$ cat src/rtl/bgd_pkg.sv
// Shared types and constants for the button gesture detector.
// No dependencies; imported by the top level, bgd_update, bgd_outq and the bench.
package bgd_pkg;

  // Configuration register indexes
  localparam logic [1:0] REG_HOLD_TIME    = 2'd0;
  localparam logic [1:0] REG_TAP_MAX_DOWN = 2'd1;
  localparam logic [1:0] REG_TAP_MAX_GAP  = 2'd2;

  localparam logic [31:0] HOLD_TIME_RST    = 32'd500000;
  localparam logic [31:0] TAP_MAX_DOWN_RST = 32'd250000;
  localparam logic [31:0] TAP_MAX_GAP_RST  = 32'd300000;

  localparam int CH_W       = 3;
  localparam int IN_DATA_W  = 40;
  localparam int OUT_DATA_W = 16;

  // Result item; declared MSB first so that out_channel lands in the low bits.
  typedef struct packed {
    logic            double_tap_event;
    logic            single_tap_event;
    logic            hold_event;
    logic            release_event;
    logic            press_event;
    logic            cur_level;
    logic [CH_W-1:0] out_channel;
  } result_t;

  localparam int RESULT_W = $bits(result_t);

  // Gesture thresholds as seen by the update logic
  typedef struct packed {
    logic [31:0] hold_min_us;
    logic [31:0] tap_max_down_us;
    logic [31:0] tap_max_gap_us;
  } cfg_t;

endpackage

$ cat src/rtl/button_gesture_detector.sv
// Button gesture detector: press, release, hold, single and double tap events.
// Top level; depends on bgd_pkg, bgd_ram, bgd_update and bgd_outq.
//
// Usage:
//  - in_* stream: one transfer per button sample (channel, level, timestamp).
//  - out_* stream: exactly one result transfer per input transfer, in order,
//    carrying the channel, the level and the event flags.
//  - cfg_* channel: writes the three thresholds; cfg_ready is high outside reset.
//    Write only while no input transfer is still waiting for its result.
// The memory read is issued at the accepting edge, where the sample enters
// stage 1; the update is then pushed into the result queue, and out_tvalid
// is high whenever that queue holds a result.
// Throughput: one transfer per cycle while in_tready is high; the memory has
// one read and one write port; a next-cycle same-channel item is forwarded.
// Stall: when out_tready is low, results pile up in a three-entry queue;
// in_tready drops once the queue plus the update stage hold three items.
// Reset: synchronous; thresholds return to their defaults and every channel
// reads as released with no pending tap (per-entry valid bits), with no
// clearing pass, so inputs are taken from the first cycle after reset.
module button_gesture_detector #(
  parameter int CHANNELS  = 8,
  parameter int TIME_BITS = 32
) (
  input  logic                           clk,
  input  logic                           rst,
  // tdata: channel[2:0], pressed_level[3], time_us[35:4], zero pad[39:36]
  input  logic [bgd_pkg::IN_DATA_W-1:0]  in_tdata,
  input  logic                           in_tvalid,
  output logic                           in_tready,
  // tdata: out_channel[2:0], cur_level[3], press_event[4], release_event[5],
  //        hold_event[6], single_tap_event[7], double_tap_event[8], zero pad
  output logic [bgd_pkg::OUT_DATA_W-1:0] out_tdata,
  output logic                           out_tvalid,
  input  logic                           out_tready,
  input  logic [1:0]                     cfg_index,
  input  logic [31:0]                    cfg_data,
  input  logic                           cfg_valid,
  output logic                           cfg_ready
);
  import bgd_pkg::*;

  localparam int AW      = (CHANNELS > 1) ? $clog2(CHANNELS) : 1;
  // memory word: {release_time, press_time, tap_pending, held_flag, last_level}
  localparam int ENTRY_W = 3 + 2 * TIME_BITS;

  // configuration registers
  cfg_t cfg;

  always_ff @(posedge clk) begin
    if (rst) begin
      cfg.hold_min_us     <= HOLD_TIME_RST;
      cfg.tap_max_down_us <= TAP_MAX_DOWN_RST;
      cfg.tap_max_gap_us  <= TAP_MAX_GAP_RST;
    end else if (cfg_valid && cfg_ready) begin
      case (cfg_index)
        REG_HOLD_TIME:    cfg.hold_min_us     <= cfg_data;
        REG_TAP_MAX_DOWN: cfg.tap_max_down_us <= cfg_data;
        REG_TAP_MAX_GAP:  cfg.tap_max_gap_us  <= cfg_data;
        default: ;  // unmapped index, ignored
      endcase
    end
  end

  assign cfg_ready = !rst;

  // input unpack
  logic [CH_W-1:0]      in_channel;
  logic                 in_level;
  logic [31:0]          in_time;
  logic                 accept;

  assign in_channel = in_tdata[CH_W-1:0];
  assign in_level   = in_tdata[CH_W];
  assign in_time    = in_tdata[CH_W+32:CH_W+1];
  assign accept     = in_tvalid && in_tready;

  // stage 1: accepted sample meets the memory read data; update runs here
  logic                 s1_valid;
  logic                 s1_in_range;
  logic [CH_W-1:0]      s1_channel;
  logic [AW-1:0]        s1_addr;
  logic                 s1_level;
  logic [TIME_BITS-1:0] s1_now;

  always_ff @(posedge clk) begin
    if (rst) begin
      s1_valid <= 1'b0;
    end else begin
      s1_valid <= accept;
    end
  end

  always_ff @(posedge clk) begin
    if (accept) begin
      s1_in_range <= (32'(in_channel) < 32'(CHANNELS));
      s1_channel  <= in_channel;
      s1_addr     <= AW'(in_channel);
      s1_level    <= in_level;
      s1_now      <= TIME_BITS'(in_time);
    end
  end

  // channel store
  logic               we;
  logic [ENTRY_W-1:0] rdata;
  logic [ENTRY_W-1:0] wdata;

  bgd_ram #(
    .WIDTH (ENTRY_W),
    .DEPTH (CHANNELS)
  ) u_store (
    .clk   (clk),
    .we    (we),
    .waddr (s1_addr),
    .wdata (wdata),
    .raddr (AW'(in_channel)),
    .rdata (rdata)
  );

  // valid bits stand in for clearing the store at reset
  logic [CHANNELS-1:0] vld;

  always_ff @(posedge clk) begin
    if (rst) begin
      vld <= '0;
    end else if (we) begin
      vld[s1_addr] <= 1'b1;
    end
  end

  // forward the word written last cycle; the memory read missed it
  logic               fw_valid;
  logic [AW-1:0]      fw_addr;
  logic [ENTRY_W-1:0] fw_entry;

  always_ff @(posedge clk) begin
    if (rst) begin
      fw_valid <= 1'b0;
    end else begin
      fw_valid <= we;
    end
  end

  always_ff @(posedge clk) begin
    if (we) begin
      fw_addr  <= s1_addr;
      fw_entry <= wdata;
    end
  end

  logic [ENTRY_W-1:0] entry;

  always_comb begin
    if (fw_valid && (fw_addr == s1_addr)) begin
      entry = fw_entry;
    end else if (s1_in_range && vld[s1_addr]) begin
      entry = rdata;
    end else begin
      entry = '0;
    end
  end

  logic                 last_level_next;
  logic                 held_flag_next;
  logic                 tap_pending_next;
  logic [TIME_BITS-1:0] press_time_next;
  logic [TIME_BITS-1:0] release_time_next;
  result_t              result;

  bgd_update #(
    .TIME_BITS (TIME_BITS)
  ) u_update (
    .in_range          (s1_in_range),
    .channel           (s1_channel),
    .lvl               (s1_level),
    .now               (s1_now),
    .cfg               (cfg),
    .last_level        (entry[0]),
    .held_flag         (entry[1]),
    .tap_pending       (entry[2]),
    .press_time        (entry[TIME_BITS+2:3]),
    .release_time      (entry[2*TIME_BITS+2:TIME_BITS+3]),
    .last_level_next   (last_level_next),
    .held_flag_next    (held_flag_next),
    .tap_pending_next  (tap_pending_next),
    .press_time_next   (press_time_next),
    .release_time_next (release_time_next),
    .result            (result)
  );

  assign we    = s1_valid && s1_in_range;
  assign wdata = {release_time_next, press_time_next,
                  tap_pending_next, held_flag_next, last_level_next};

  // result queue
  result_t    head_data;
  logic [1:0] q_count;
  logic       pop;

  assign pop = out_tvalid && out_tready;

  bgd_outq u_outq (
    .clk       (clk),
    .rst       (rst),
    .push      (s1_valid),
    .push_data (result),
    .pop       (pop),
    .not_empty (out_tvalid),
    .head_data (head_data),
    .count     (q_count)
  );

  // room for the item in stage 1 plus one more; closed during reset
  assign in_tready = !rst && (({1'b0, q_count} + {2'b0, s1_valid}) <= 3'd2);
  assign out_tdata = {(OUT_DATA_W - RESULT_W)'(0), head_data};

endmodule

$ cat src/rtl/bgd_ram.sv
// Generic single-write, single-read RAM with registered read data.
// No dependencies.
module bgd_ram #(
  parameter int WIDTH = 8,
  parameter int DEPTH = 8
) (
  clk,
  we,
  waddr,
  wdata,
  raddr,
  rdata
);
  localparam int AW = (DEPTH > 1) ? $clog2(DEPTH) : 1;

  input  logic             clk;
  input  logic             we;
  input  logic [AW-1:0]    waddr;
  input  logic [WIDTH-1:0] wdata;
  input  logic [AW-1:0]    raddr;
  output logic [WIDTH-1:0] rdata;

  logic [WIDTH-1:0] mem [DEPTH];

  // read returns the old contents on a same-address write
  always_ff @(posedge clk) begin
    if (we) begin
      mem[waddr] <= wdata;
    end
    rdata <= mem[raddr];
  end

endmodule

$ cat src/rtl/bgd_update.sv
// Per-channel gesture update: edge detection, timers and tap bookkeeping.
// Depends on bgd_pkg.
module bgd_update #(
  parameter int TIME_BITS = 32
) (
  input  logic                    in_range,
  input  logic [bgd_pkg::CH_W-1:0] channel,
  input  logic                    lvl,
  input  logic [TIME_BITS-1:0]    now,
  input  bgd_pkg::cfg_t           cfg,
  input  logic                    last_level,
  input  logic                    held_flag,
  input  logic                    tap_pending,
  input  logic [TIME_BITS-1:0]    press_time,
  input  logic [TIME_BITS-1:0]    release_time,
  output logic                    last_level_next,
  output logic                    held_flag_next,
  output logic                    tap_pending_next,
  output logic [TIME_BITS-1:0]    press_time_next,
  output logic [TIME_BITS-1:0]    release_time_next,
  output bgd_pkg::result_t        result
);
  import bgd_pkg::*;

  localparam int CMP_W = (TIME_BITS > 32) ? TIME_BITS : 32;

  logic [TIME_BITS-1:0] el_press;
  logic [TIME_BITS-1:0] el_rel;
  logic                 ge_hold;
  logic                 ge_down;
  logic                 ge_gap;

  // elapsed times wrap modulo 2^TIME_BITS
  assign el_press = now - press_time;
  assign el_rel   = now - release_time;
  assign ge_hold  = CMP_W'(el_press) >= CMP_W'(cfg.hold_min_us);
  assign ge_down  = CMP_W'(el_press) >= CMP_W'(cfg.tap_max_down_us);
  assign ge_gap   = CMP_W'(el_rel)   >= CMP_W'(cfg.tap_max_gap_us);

  always_comb begin
    last_level_next   = last_level;
    held_flag_next    = held_flag;
    tap_pending_next  = tap_pending;
    press_time_next   = press_time;
    release_time_next = release_time;
    result            = '0;
    result.out_channel = channel;
    result.cur_level   = lvl;
    if (in_range) begin
      if (lvl != last_level) begin
        last_level_next = lvl;
        if (lvl) begin
          press_time_next    = now;
          result.press_event = 1'b1;
          if (ge_gap) begin
            tap_pending_next = 1'b0;
          end
        end else begin
          release_time_next    = now;
          held_flag_next       = 1'b0;
          result.release_event = 1'b1;
          if (ge_down) begin
            tap_pending_next = 1'b0;   // too long to be a tap
          end else if (tap_pending) begin
            result.double_tap_event = 1'b1;
            tap_pending_next        = 1'b0;
          end else begin
            tap_pending_next = 1'b1;
          end
        end
      end else if (lvl) begin
        if (!held_flag && ge_hold) begin
          held_flag_next    = 1'b1;
          result.hold_event = 1'b1;
        end
      end else begin
        if (tap_pending && ge_gap) begin
          result.single_tap_event = 1'b1;
          tap_pending_next        = 1'b0;
        end
      end
    end
  end

endmodule

$ cat src/rtl/bgd_outq.sv
// Three-entry result queue that decouples the update stage from the receiver.
// Depends on bgd_pkg.
module bgd_outq (
  input  logic             clk,
  input  logic             rst,
  input  logic             push,
  input  bgd_pkg::result_t push_data,
  input  logic             pop,
  output logic             not_empty,
  output bgd_pkg::result_t head_data,
  output logic [1:0]       count
);
  import bgd_pkg::*;

  localparam logic [1:0] LAST_SLOT = 2'd2;

  result_t    q [3];
  logic [1:0] head;
  logic [1:0] head_next;
  logic [1:0] count_next;
  logic [2:0] tail_sum;
  logic [1:0] tail;

  assign tail_sum  = {1'b0, head} + {1'b0, count};
  assign tail      = (tail_sum > 3'd2) ? 2'(tail_sum - 3'd3) : tail_sum[1:0];
  assign head_next = (head == LAST_SLOT) ? 2'd0 : head + 2'd1;
  assign count_next = count + {1'b0, push} - {1'b0, pop};
  assign not_empty  = (count != 2'd0);
  assign head_data  = q[head];

  always_ff @(posedge clk) begin
    if (rst) begin
      head  <= 2'd0;
      count <= 2'd0;
    end else begin
      count <= count_next;
      if (pop) begin
        head <= head_next;
      end
    end
  end

  always_ff @(posedge clk) begin
    if (push) begin
      q[tail] <= push_data;
    end
  end

endmodule

$ cat config.mk
export PLATFORM = sky130hd
export DESIGN_NAME = button_gesture_detector
export DESIGN_NICKNAME = d
export VERILOG_FILES = /design/src/rtl/bgd_pkg.sv /design/src/rtl/button_gesture_detector.sv /design/src/rtl/bgd_ram.sv /design/src/rtl/bgd_update.sv /design/src/rtl/bgd_outq.sv
export SDC_FILE = /design/constraint.sdc
export NUM_CORES = 1
export LEC_CHECK = 0
export ABC_AREA = 1
export BUFFER_PORTS_ARGS = -buffer_cell sky130_fd_sc_hd__buf_4
export CORE_UTILIZATION = 33
export DETAILED_ROUTE_END_ITERATION = 8
export PLACE_DENSITY_LB_ADDON = 0.3
export SLEW_MARGIN = 10
export SYNTH_ARGS = -nofsm -noshare
export SYNTH_HDL_FRONTEND = slang
export SYNTH_SLANG_ARGS = --single-unit
$ cat constraint.sdc
create_clock -name clk -period 7.9 [get_ports clk]
set_clock_uncertainty 0.15 [all_clocks]
set_input_delay 1.58 -clock clk [delete_from_list [all_inputs] [get_ports clk]]
set_output_delay 1.58 -clock clk [all_outputs]
set_load 0.005 [all_outputs]
==> flow_metrics.tcl, run 1 <==
set metrics [dict create \
    syn_area_per_cell_um2 10.1 \
    area_delta_synth_final_pct 13.5 \
    ir_worst_vdd_mv 0.169 \
    worstMarginPinSlew_ps 1140 \
    grt_max_degree 185 \
    synth_top_area_share_pct 52.3 \
    max_freq_mhz 149 \
    synth-warning-count 0 \
    ys.flop_type "edfxtp_1" \
    gp_congestion 0.968 \
    place_area_um2 40800 \
    cts_root_buf "clkbuf_16" \
    synth_area_leaders "edfxtp_1 (52%), dfxtp_1 (9.3%), o21ai_0 (6.3%)" \
    htreeDepth 3 \
    track_usage_pct 18.4 \
    final_core_util_pct 38.0 \
    wl_um 110000 \
    core-area_um2 115000 \
    cp.arrival_ps 6900 \
    layout.cells.most_common "edfxtp_1" \
    cpMostUsedCell "nand2_1" \
    dp_hpwl_um 71800 \
    grt-ovfl-total 0 \
    maxSlewHeadroom_pct 23.5 \
    insertion_delay_ps 660 \
    worst_path_dominant_cell_family "simple AND/OR/NAND/NOR gates" \
    period_needed_ps 6700 \
    postCtsHoldBufs 0 \
    cp_slowest_cell "edfxtp_1" \
    worstPathBufferInverterCount 4 \
    p_per_area_nw_per_um2 282 \
    synthArstFlopShare_pct 0 \
    yosysSeqAreaShare_pct 61.6 \
    io_pins 98 \
    vias_per_cell 5.05 \
    reg2reg_depth 27 \
    setup_tns_ps 0 \
    cts_setup_buffers 0 \
    synthCells 3818 \
    ctsResizeCount 0 \
    crit_fanout 38 \
    hold_viol 0 \
    drc 0 \
    hold_class "register to register" \
    port_buffers 86 \
    path_class "register to register" \
    vias 27600 \
    synth-seq-cells 848 \
    synth.cell_area_um2 38400 \
    drive_above_1_share_pct 8.94 \
    maxCapViolations 0 \
    die_h_um 343 \
    antenna_found_initial 1 \
    first_iter_violations 2131 \
    clkTransAtPathRegs_ps 70 \
    power_uw 12300 \
    worst-path-stages 27 \
    cts_sinks 848 \
    cts_buffer_depth 3 \
    outcome "completed" \
    synth_cell_types 54 \
    num_rows 124 \
    holdPathStages 2 \
    mostFrequentLayoutCells "edfxtp_1 (669), nor2_1 (623), nand2_1 (565), o21ai_0 (482), inv_1 (273)" \
    slowest_delay_ps 690 \
    fin_cells 5463 \
    numCtsBuffers 88 \
    min_period_over_period_pct 84.8 \
    yosysTopAreaCell "edfxtp_1" \
    rsz0062_at_grt "false" \
    cts_tree "yes" \
    drtAntennaViolNets 0 \
    crit_required_ps 8100 \
    die-width_um 343 \
    layout.nets 4112 \
    grt_pass1_vias 25400 \
    grt_pass1_wl_um 163000 \
    drv_slew 0 \
    first_pass_iters 5 \
    design_area_um2 43600 \
    wl_per_cell_um 20.1 \
    synth_edf_count 669 \
    start_util_pct 33.4 \
    p_leak_uw 0.0164 \
    start_kind "register" \
    dpl.cell_count 5296 \
    endpoint_kind "register" \
    setup_viol 0 \
    die-area_um2 118000 \
]
## flip-flops by register name, indices dropped and copies added, names as in the netlist, named ones only
signal and flops:
fw_addr 3, u_outq.count 2, cfg 96, s1_addr 3, u_outq.head 2, u_outq.q 27, s1_now 32, u_store.mem 536
vld 8, fw_entry 67, s1_level 1, u_store.rdata 67, s1_valid 1, fw_valid 1
## tightest hold or removal path, stage by stage (launching register included)
cell and delay (ps):
dfxtp_1 300, inv_1 60, a21oi_1 60
## cell families after synthesis
kind of cell    after synthesis  synth area share (%)
compound gates              912                  12.8
xor+xnor                     33                 0.752
fa+ha+maj                   159                  5.20
buf+inv                     463                  4.72
flops                       848                  61.6
other cells                   1               0.00976
simple gates               1402                  15.0
## through the flow
step	worst slack, ps	hold WS, ps
after global routing	856	322
after CTS	1270	314
after floorplan	2060	285
after detailed placement	1300	302
final	1200	311
after global placement	1310	299
## cell type report
type                    count  area [µm²]
inverters                 288        1090
repair buffers            135        1070
diodes                      2        5.00
well taps                1512        1890
fillers                 11300       71300
flip-flops and latches    848       23700
clock inverters            48         489
clock buffers             117        2360
multi-input cells        2513       13000
## power breakdown
group / switching (µW) / internal [µW] / leakage [µW]
logic: 1920 / 824 / 0.00740
registers: 142 / 5330 / 0.00764
clock network: 1780 / 2320 / 0.00139
## layer usage
metal | vias up | global-route usage, % | share of wire (%)
li1 | 13400 | - | -
met1 | 13400 | 26.2 | 47
met2 | 692 | 28.7 | 45
met4 | 0 | 6.11 | 2.9
met3 | 149 | 2.66 | 5.7
met5 | - | 0 | 0
## Yosys cell counts, types with 2 or more instances
| cell type | count |
|---|---|
| and2_1 | 5 |
| o211ai_1 | 23 |
| o21bai_2 | 2 |
| o22ai_1 | 68 |
| dfxtp_1 | 179 |
| buf_1 | 14 |
| o21a_1 | 5 |
| buf_6 | 5 |
| clkinv_1 | 4 |
| nor3_1 | 26 |
| nand3_4 | 2 |
| clkbuf_1 | 142 |
| buf_4 | 7 |
| ha_1 | 158 |
| xor2_1 | 29 |
| nand2_1 | 566 |
| a21oi_1 | 234 |
| nand3_1 | 76 |
| a211oi_1 | 7 |
| nand3_2 | 9 |
| nor2_1 | 632 |
| nand2_4 | 4 |
| nor2_2 | 6 |
| buf_2 | 7 |
| nor4_1 | 5 |
| o221a_2 | 2 |
| nor3_2 | 2 |
| nand2_2 | 36 |
| nand4_1 | 27 |
| o21bai_1 | 6 |
| edfxtp_1 | 669 |
| inv_1 | 275 |
| a31oi_1 | 73 |
| xnor2_1 | 4 |
| nor3b_1 | 2 |
| inv_2 | 8 |
| o21ai_0 | 482 |
## worst paths after layout
check                   from           endpoint  slack [ps]
setup / recovery  s1_addr[0]  u_store.mem[3][2]        1200
hold / removal       cfg[94]            cfg[94]         310
setup reg to reg  s1_addr[0]  u_store.mem[3][2]        1200
hold reg to reg      cfg[94]            cfg[94]         310
Note: power is estimated with default switching activity, not from simulation.
==> run 2, diff against run 1 <==
Clock period 7.9 ns to 5.47 ns, I/O delays scaled along.
==> run 2 against run 1 <==
  * Sequential cell count did not move
  * Total power rose by 57%
  * Die area did not move
  * Core utilization rose by 3.1 points
  * Fmax rose by 29%
  * Setup slack got worse by 920 ps
  * Clock power rose by 51%
  * Sequential share of layout area fell by 4.0 points
==> flow_metrics.tcl, run 2 (synthesis results as in run 1) <==
set metrics [dict create \
    largest_reg_flops 536 \
    reg2reg_to "u_store.mem[3][2]" \
    die_h_um 343 \
    cts_sinks 848 \
    crit_required_ps 5710 \
    start_util_pct 33.4 \
    wl_per_cell_um 19.8 \
    drv_slew 0 \
    clkTransAtPathRegs_ps 60 \
    postCtsHoldBufs 0 \
    cp_slowest_cell "edfxtp_1" \
    p_seq_share_pct 41.1 \
    wl_um 115000 \
    reg2reg_depth 30 \
    top_register "u_store.mem" \
    min_period_over_period_pct 94.9 \
    cp.arrival_ps 5420 \
    worstPathBufferInverterCount 8 \
    dp_hpwl_um 75100 \
    rrSetupSlack_ps 280 \
    vias_per_cell 4.95 \
    fillers 11000 \
    start_kind "register" \
    port_buffers 86 \
    holdPathEnd "cfg[41]" \
    setup_tns_ps 0 \
    p_sw_share_pct 30.5 \
    area_delta_synth_final_pct 22.7 \
    drtAntennaViolNets 0 \
    htreeDepth 3 \
    cts_tree "yes" \
    grt_max_degree 136 \
    cts_buffer_depth 3 \
    switching_power_uw 5880 \
    first_pass_iters 5 \
    layout.cells.most_common "edfxtp_1" \
    hold_class "register to register" \
    worstMarginPinSlew_ps 1200 \
    power_uw 19300 \
    layout.nets 4448 \
    cpMostUsedCell "nand2_2" \
    p_leak_uw 0.0182 \
    core-area_um2 115000 \
    ir_worst_vdd_mv 0.227 \
    path_class "register to register" \
    gp_congestion 0.987 \
    hold-worst-slack_ps 311 \
    vias 28700 \
    die-area_um2 118000 \
    antenna_found_initial 2 \
    maxCapViolations 0 \
    p_comb_share_pct 26.7 \
    fin_ws_ps 281 \
    num_rows 124 \
    p_int_uw 13400 \
    grt_pass1_vias 27200 \
    max_freq_mhz 193 \
    period_needed_ps 5190 \
    crit_fanout 18 \
    drive_above_1_share_pct 18.9 \
    mostFrequentLayoutCells "edfxtp_1 (669), nor2_1 (607), nand2_1 (534), o21ai_0 (440), buf_4 (440)" \
    hold_viol 0 \
    holdPathStages 2 \
    outcome "completed" \
    io_pins 98 \
    r2r_start "s1_addr[0]" \
    dp_slack_ps -499 \
    cts_root_buf "clkbuf_16" \
    endpoint_kind "register" \
    hold_start "cfg[41]" \
    grt-ovfl-total 0 \
    final_core_util_pct 41.0 \
    reg.largest.list "u_store.mem (536), cfg (96)" \
    maxSlewHeadroom_pct 19.3 \
    numCtsBuffers 90 \
    worst_path_dominant_cell_family "simple AND/OR/NAND/NOR gates" \
    slowest_delay_ps 470 \
    drc 0 \
    first_iter_violations 2176 \
    die-width_um 343 \
    power_frac_clock_pct 32.2 \
    insertion_delay_ps 670 \
    grt_pass1_wl_um 169000 \
    setup_viol 0 \
    worst-path-stages 30 \
    p_per_area_nw_per_um2 409 \
    track_usage_pct 19.2 \
]
## run 2: power groups by stage
stage	clock (µW)	combinational, µW	sequential (µW)
2_1_floorplan	0	2540	7960
3_3_place_gp	0	4770	8040
3_5_place_dp	0	4830	8050
4_1_cts	6310	4880	7920
5_1_grt	6540	5660	7960
6_report	6210	5150	7930
## run 2: worst max path at each step
stage	start	to	slack [ps]
2_1_floorplan	s1_valid	u_store.mem[0][0]	-370
3_3_place_gp	s1_addr[1]	u_store.mem[6][2]	-500
3_5_place_dp	s1_addr[1]	u_store.mem[6][2]	-500
4_1_cts	s1_addr[1]	u_store.mem[3][2]	10
5_1_grt	s1_addr[0]	u_store.mem[0][2]	-70
6_report	s1_addr[0]	u_store.mem[3][2]	280
## run 2: area by class of cell
cell class / count / area, µm² / area share (%)
sequential: 848 / 23700 / 50.2
multi-input combinational: 2515 / 13600 / 29.0
timing repair buffer: 467 / 3800 / 8.07
clock buffer: 134 / 2540 / 5.40
tap: 1512 / 1890 / 4.01
inverter: 288 / 1110 / 2.35
clock inverter: 33 / 468 / 0.993
antenna: 2 / 5.00 / 0.0106
## run 2: worst reg2reg max path, delay by kind of cell, from the launching register on
family | cells | cell delay [ps]
and+or+nand+nor | 14 | 1550
buffers and inverters | 8 | 1100
AOI/OAI and AO/OA | 6 | 1030
adders and majority gates | 2 | 600
DFF | 1 | 470
## run 2: layer usage
| layer | share of wire (%) | routed length [µm] | GRT usage (%) |
|---|---|---|---|
| met1 | 46 | 52600 | 26.9 |
| met2 | 45 | 51600 | 30.3 |
| met3 | 5.7 | 6570 | 2.46 |
| met5 | 0.0061 | 7 | 0 |
| met4 | 3.3 | 3790 | 6.92 |
## run 2: per-stage QoR
step	cell area, µm²	cells
2_1_floorplan	38500	3824
3_3_place_gp	43300	5613
3_5_place_dp	43300	5613
4_1_cts	46400	5783
5_1_grt	47100	5798
6_report	47100	5799
## run 2: what timing repair did
item	CTS	global route
gates resized for setup	23	168
cloned	0	2
buffers inserted	3	12
pin swaps	0	30
endpoints found under the setup margin	27	27
